**config.mk**
```make
export PLATFORM = sky130hd
export DESIGN_NAME = fcg_recip
export DESIGN_NICKNAME = d
export VERILOG_FILES = /design/src/hdl/fcg_pkg.sv /design/src/hdl/fcg_recip.sv
export SDC_FILE = /design/constraint.sdc
export NUM_CORES = 1
export LEC_CHECK = 0
export BUFFER_PORTS_ARGS = -buffer_cell sky130_fd_sc_hd__clkbuf_2
export CAP_MARGIN = 0
export CORE_ASPECT_RATIO = 1.2
export CORE_MARGIN = 4
export CORE_UTILIZATION = 55
export DETAILED_ROUTE_END_ITERATION = 10
export PLACE_DENSITY_LB_ADDON = 0.25
export SYNTH_ARGS = -nofsm -noshare
export SYNTH_HDL_FRONTEND = slang
export SYNTH_SLANG_ARGS = --single-unit
```
**constraint.sdc**
```tcl
create_clock -name clk -period 3.25 [get_ports clk]
set_input_delay 0.325 -clock clk [delete_from_list [all_inputs] [get_ports clk]]
set_output_delay 0.325 -clock clk [all_outputs]
set_load 0.05 [all_outputs]
```
**src/hdl/fcg_pkg.sv**
```systemverilog
package fcg_pkg;

  localparam int FRACTION_BITS_DEF = 16;
  localparam int MAX_DIMENSION_DEF = 4096;

  localparam int COORD_W    = 12;
  localparam int DIM_W      = 13;
  localparam int RGB_W      = 24;
  localparam int CHAN_W     = 8;
  localparam int CFG_IDX_W  = 3;
  localparam int CFG_DATA_W = 24;

  localparam logic [CHAN_W-1:0] ALPHA_OPAQUE = 8'hFF;

  localparam logic [RGB_W-1:0] TOP_LEFT_RST     = 24'hFF0000;
  localparam logic [RGB_W-1:0] TOP_RIGHT_RST    = 24'h0000FF;
  localparam logic [RGB_W-1:0] BOTTOM_RIGHT_RST = 24'h00FF00;
  localparam logic [RGB_W-1:0] BOTTOM_LEFT_RST  = 24'hFFFF00;
  localparam logic [DIM_W-1:0] FRAME_WIDTH_RST  = 13'd320;
  localparam logic [DIM_W-1:0] FRAME_HEIGHT_RST = 13'd240;

  typedef enum logic [CFG_IDX_W-1:0] {
    REG_TOP_LEFT     = 3'd0,
    REG_TOP_RIGHT    = 3'd1,
    REG_BOTTOM_RIGHT = 3'd2,
    REG_BOTTOM_LEFT  = 3'd3,
    REG_FRAME_WIDTH  = 3'd4,
    REG_FRAME_HEIGHT = 3'd5
  } cfg_reg_t;

  typedef struct packed {
    logic [COORD_W-1:0] pixel_x;
    logic [COORD_W-1:0] pixel_y;
  } coord_item_t;

  typedef struct packed {
    logic [31:0] argb_word;
    logic        coordinate_clamped;
  } pixel_item_t;

endpackage

```
**src/hdl/fcg_recip.sv**
```systemverilog
module fcg_recip import fcg_pkg::*; #(
  parameter int VW = FRACTION_BITS_DEF + CHAN_W
) (
  input  logic             clk,
  input  logic             rst,
  input  logic             start,
  input  logic [DIM_W-1:0] divisor,
  output logic             busy,
  output logic [VW:0]      recip
);

  localparam int CNT_W = $clog2(VW + 1);

  logic [CNT_W-1:0] cnt;
  logic [DIM_W-1:0] rem;
  logic [DIM_W:0]   trial;
  logic             bit_in;
  logic             fits;

  // restoring division of 2**VW, one quotient bit a cycle
  always_comb begin
    bit_in = (cnt == CNT_W'(VW));
    trial  = {rem, bit_in};
    fits   = (trial >= {1'b0, divisor});
  end

  always_ff @(posedge clk) begin
    if (rst) begin
      busy <= 1'b0;
    end else if (start) begin
      busy <= 1'b1;
    end else if (busy && cnt == '0) begin
      busy <= 1'b0;
    end
  end

  always_ff @(posedge clk) begin
    if (start) begin
      cnt <= CNT_W'(VW);
      rem <= '0;
    end else if (busy) begin
      cnt   <= cnt - 1'b1;
      rem   <= fits ? DIM_W'(trial - {1'b0, divisor}) : DIM_W'(trial);
      recip <= {recip[VW-1:0], fits};
    end
  end

endmodule

```
==> results.py <==
metrics = {
    "logic_synthesis": {
        "synth-edff-count": 25,
        "async_flop_share_pct": 0,
        "ys_ff_latch": 44,
        "synth_compound_area_share_pct": 15.6,
        "syn_area_per_cell_sq_um": 10.5,
        "yosys_warnings": 0,
        "synth_ff_type": "edfxtp_1",
        "mappedNetlistArea_sq_um": 2360,
        "yosys.area.top_type_share_pct": 31.9,
        "muxShareOfSynthArea_pct": 2.18,
        "synthesis.instances": 225,
        "synth-xor-area-share_pct": 4.46,
        "synth_top_family_by_area": "simple AND/OR/NAND/NOR gates",
        "yosysSeqAreaShare_pct": 48.0,
        "synth_area_leaders": "edfxtp_1 32%, dfxtp_1 16%, ha_1 8.0%",
        "synth_top_area_cell": "edfxtp_1",
        "yosysUniqueCellTypes": 49,
        "synth_fa_ha_area_share_pct": 8.82,
        "syn-num-nets": 257,
        "synthSimpleGateAreaFrac_pct": 16.5,
    },
    "floorplan": {
        "dieWidth_um": 67.7,
        "start_util_pct": 58.4,
        "rows": 25,
        "io_pins": 42,
        "dieArea_sq_um": 5400,
        "die_height_um": 79.7,
        "core_sq_um": 4040,
    },
    "cells_and_area": {
        "syn2layout_area_growth_pct": 14.6,
        "final_cell_mix": "41 x clkbuf_2, 25 x edfxtp_1, 18 x nand2_1, 18 x dfxtp_1, 17 x inv_1",
        "fin_util_pct": 66.9,
        "layout_commonest_cell": "clkbuf_2",
        "final_nets": 299,
        "n_antenna_cell": 0,
        "drive_gt1_share_pct": 22.8,
    },
    "global_route": {
        "grt_max_degree": 29,
        "grtUsageTotal_pct": 19.5,
        "globalRouteOverflowTotal": 0,
        "grt_pass1_wl_mm": 7.94,
        "grt_pass1_vias": 1648,
        "antenna_found_initial": 0,
    },
    "sta": {
        "relSlewSlack_pct": 69.8,
        "max_clock_freq_mhz": 328,
        "final-setup-viol-count": 0,
        "rsz0062_at_grt": "true",
        "drv_slew": 0,
        "clock_skew_ns": 0.00554,
        "finalCritPeriodShare_pct": 93.9,
        "tightest_slew_ns": 0.451,
        "min_period_ns": 3.05,
        "hold_viol": 0,
    },
    "drt": {
        "drc": 0,
        "ant_nets": 0,
        "vias": 1789,
        "routed_wl_mm": 4.79,
        "wl_per_cell_um": 14.9,
        "dr.pass1.iters": 5,
        "vias_per_cell": 5.57,
        "drt_iter0_markers": 100,
    },
    "worst_setup_path": {
        "cp.arrival_ns": 3.24,
        "crit_fanout": 18,
        "worstPathRequired_ns": 3.43,
        "r2r_cells": 13,
        "startpoint_type": "register",
        "rrSetupSlack_ns": 0.20,
        "critPathCaptureType": "register",
        "crit_type": "register to register",
        "reg2reg_to": "rem[2]$_SDFFE_PP0P_",
        "r2r_start": "cnt[0]$_SDFFE_PP0P_",
    },
    "hold_path": {
        "hold_class": "input pin to register",
        "hold_depth": 2,
        "min_to": "busy$_SDFFE_PP0P_",
        "min_from": "rst",
    },
    "outcome": {
        "status": "finished, final reports clean",
    },
    "clock_network": {
        "cts_tree": "yes",
        "h-tree-depth": 2,
        "cts_buffers": 5,
        "ctsRootBufferMaster": "clkbuf_8",
        "clkTransAtPathRegs_ns": 0.08,
        "postCtsSetupBuffers": 0,
        "clock_sinks": 44,
        "clockBufferDepth": 2,
        "clk_latency_ns": 0.29,
    },
    "pwr": {
        "fin_total_pwr_uw": 1310,
        "cellLeakagePower_uw": 0.00118,
        "ir_drop_mv": 0.261,
        "p_per_area_nw_per_um2": 485,
    },
    "place": {
        "dpl.hpwl_mm": 3.50,
        "io_buffers": 41,
        "gp_congestion": 0.867,
    },
    "flow_run": {
        "maxCapViolCount": 0,
    },
}
==> where the power goes <==
part	internal (uW)	total (uW)	switching, uW
logic	129	332	202
registers	622	648	25.9
clock network	146	329	184
==> metrics by stage <==
step	setup slack (ns)	instance area, sq um	hold WS (ns)	std cells	TNS (ns)
after detailed placement	0.164	2620	0.436	314	0
final	0.197	2700	0.173	321	0
after CTS	0.149	2700	0.167	321	0
after global routing	-0.0175	2700	0.176	321	-0.0175
after global placement	0.291	2620	0.429	314	0
after floorplan	0.315	2360	0.397	225	0
==> sequential cells by signal, summed over array words and instances, names as in the netlist <==
signal and flops:
recip 25, rem 13, cnt 5, busy 1
==> timing repair <==
action,in CTS,in global routing
hold buffers,0,0
gates resized for setup,0,1
setup endpoints to repair,0,5
==> synthesized netlist by cell type (all sizes together), types with 2 or more instances <==
cell	instances
a211oi	9
a21o	6
a21oi	9
a221oi	3
a31oi	3
and2	2
and3	6
and4	3
buf	2
clkbuf	7
dfxtp	19
edfxtp	25
ha	15
inv	18
mux2i	4
nand2	18
nand2b	5
nand3	5
nand4b	2
nor2	15
nor2b	3
nor3b	2
nor4	2
nor4b	2
o211ai	5
o21ai	6
o21bai	2
xnor2	6
xor2	6
==> worst max-delay path: stages, from the launching register on <==
cell      delay [ns]
dfxtp_2         0.36
inv_1           0.07
ha_1            0.20
nand4b_1        0.13
ha_1            0.18
inv_1           0.06
fa_1            0.41
a21o_1          0.21
a221oi_2        0.31
a21oi_2         0.11
nor3b_4         0.31
inv_4           0.16
and3_1          0.18
a211o_1         0.26
==> routing by layer <==
layer	GRT usage [%]	vias to the layer above	wire, um
li1	-	903	-
met1	26.6	843	2190
met2	30.7	38	2300
met3	4.23	5	240
met4	5.48	0	58
met5	0	-	0
==> worst max path at each step <==
stage	cells after the start	end	slack, ns	from
3_5_place_dp	13	rem[2]$_SDFFE_PP0P_	0.16	cnt[0]$_SDFFE_PP0P_
4_1_cts	13	rem[2]$_SDFFE_PP0P_	0.15	cnt[0]$_SDFFE_PP0P_
6_report	13	rem[2]$_SDFFE_PP0P_	0.20	cnt[0]$_SDFFE_PP0P_
2_1_floorplan	12	rem[0]$_SDFFE_PP0P_	0.32	cnt[0]$_SDFFE_PP0P_
3_3_place_gp	13	rem[2]$_SDFFE_PP0P_	0.29	cnt[0]$_SDFFE_PP0P_
5_1_grt	13	rem[2]$_SDFFE_PP0P_	-0.02	cnt[1]$_SDFFE_PP0P_
==> area by class of cell <==
| type | count | area, sq um |
|---|---|---|
| sequential | 44 | 1130 |
| timing repair buffer | 44 | 228 |
| clock buffer | 5 | 68.8 |
| fill | 326 | 1340 |
| multi-input combinational | 154 | 1120 |
| inverter | 18 | 70.1 |
| clock inverter | 2 | 12.5 |
| tap | 54 | 67.6 |
==> cells by family after synthesis <==
| logic type | after synthesis |
|---|---|
| compound gates | 51 |
| mux | 5 |
| fa+ha+maj | 16 |
| buf+inv | 27 |
| flops | 44 |
| simple gates | 70 |
| xor+xnor | 12 |
Power figures use the tool's default switching activity.
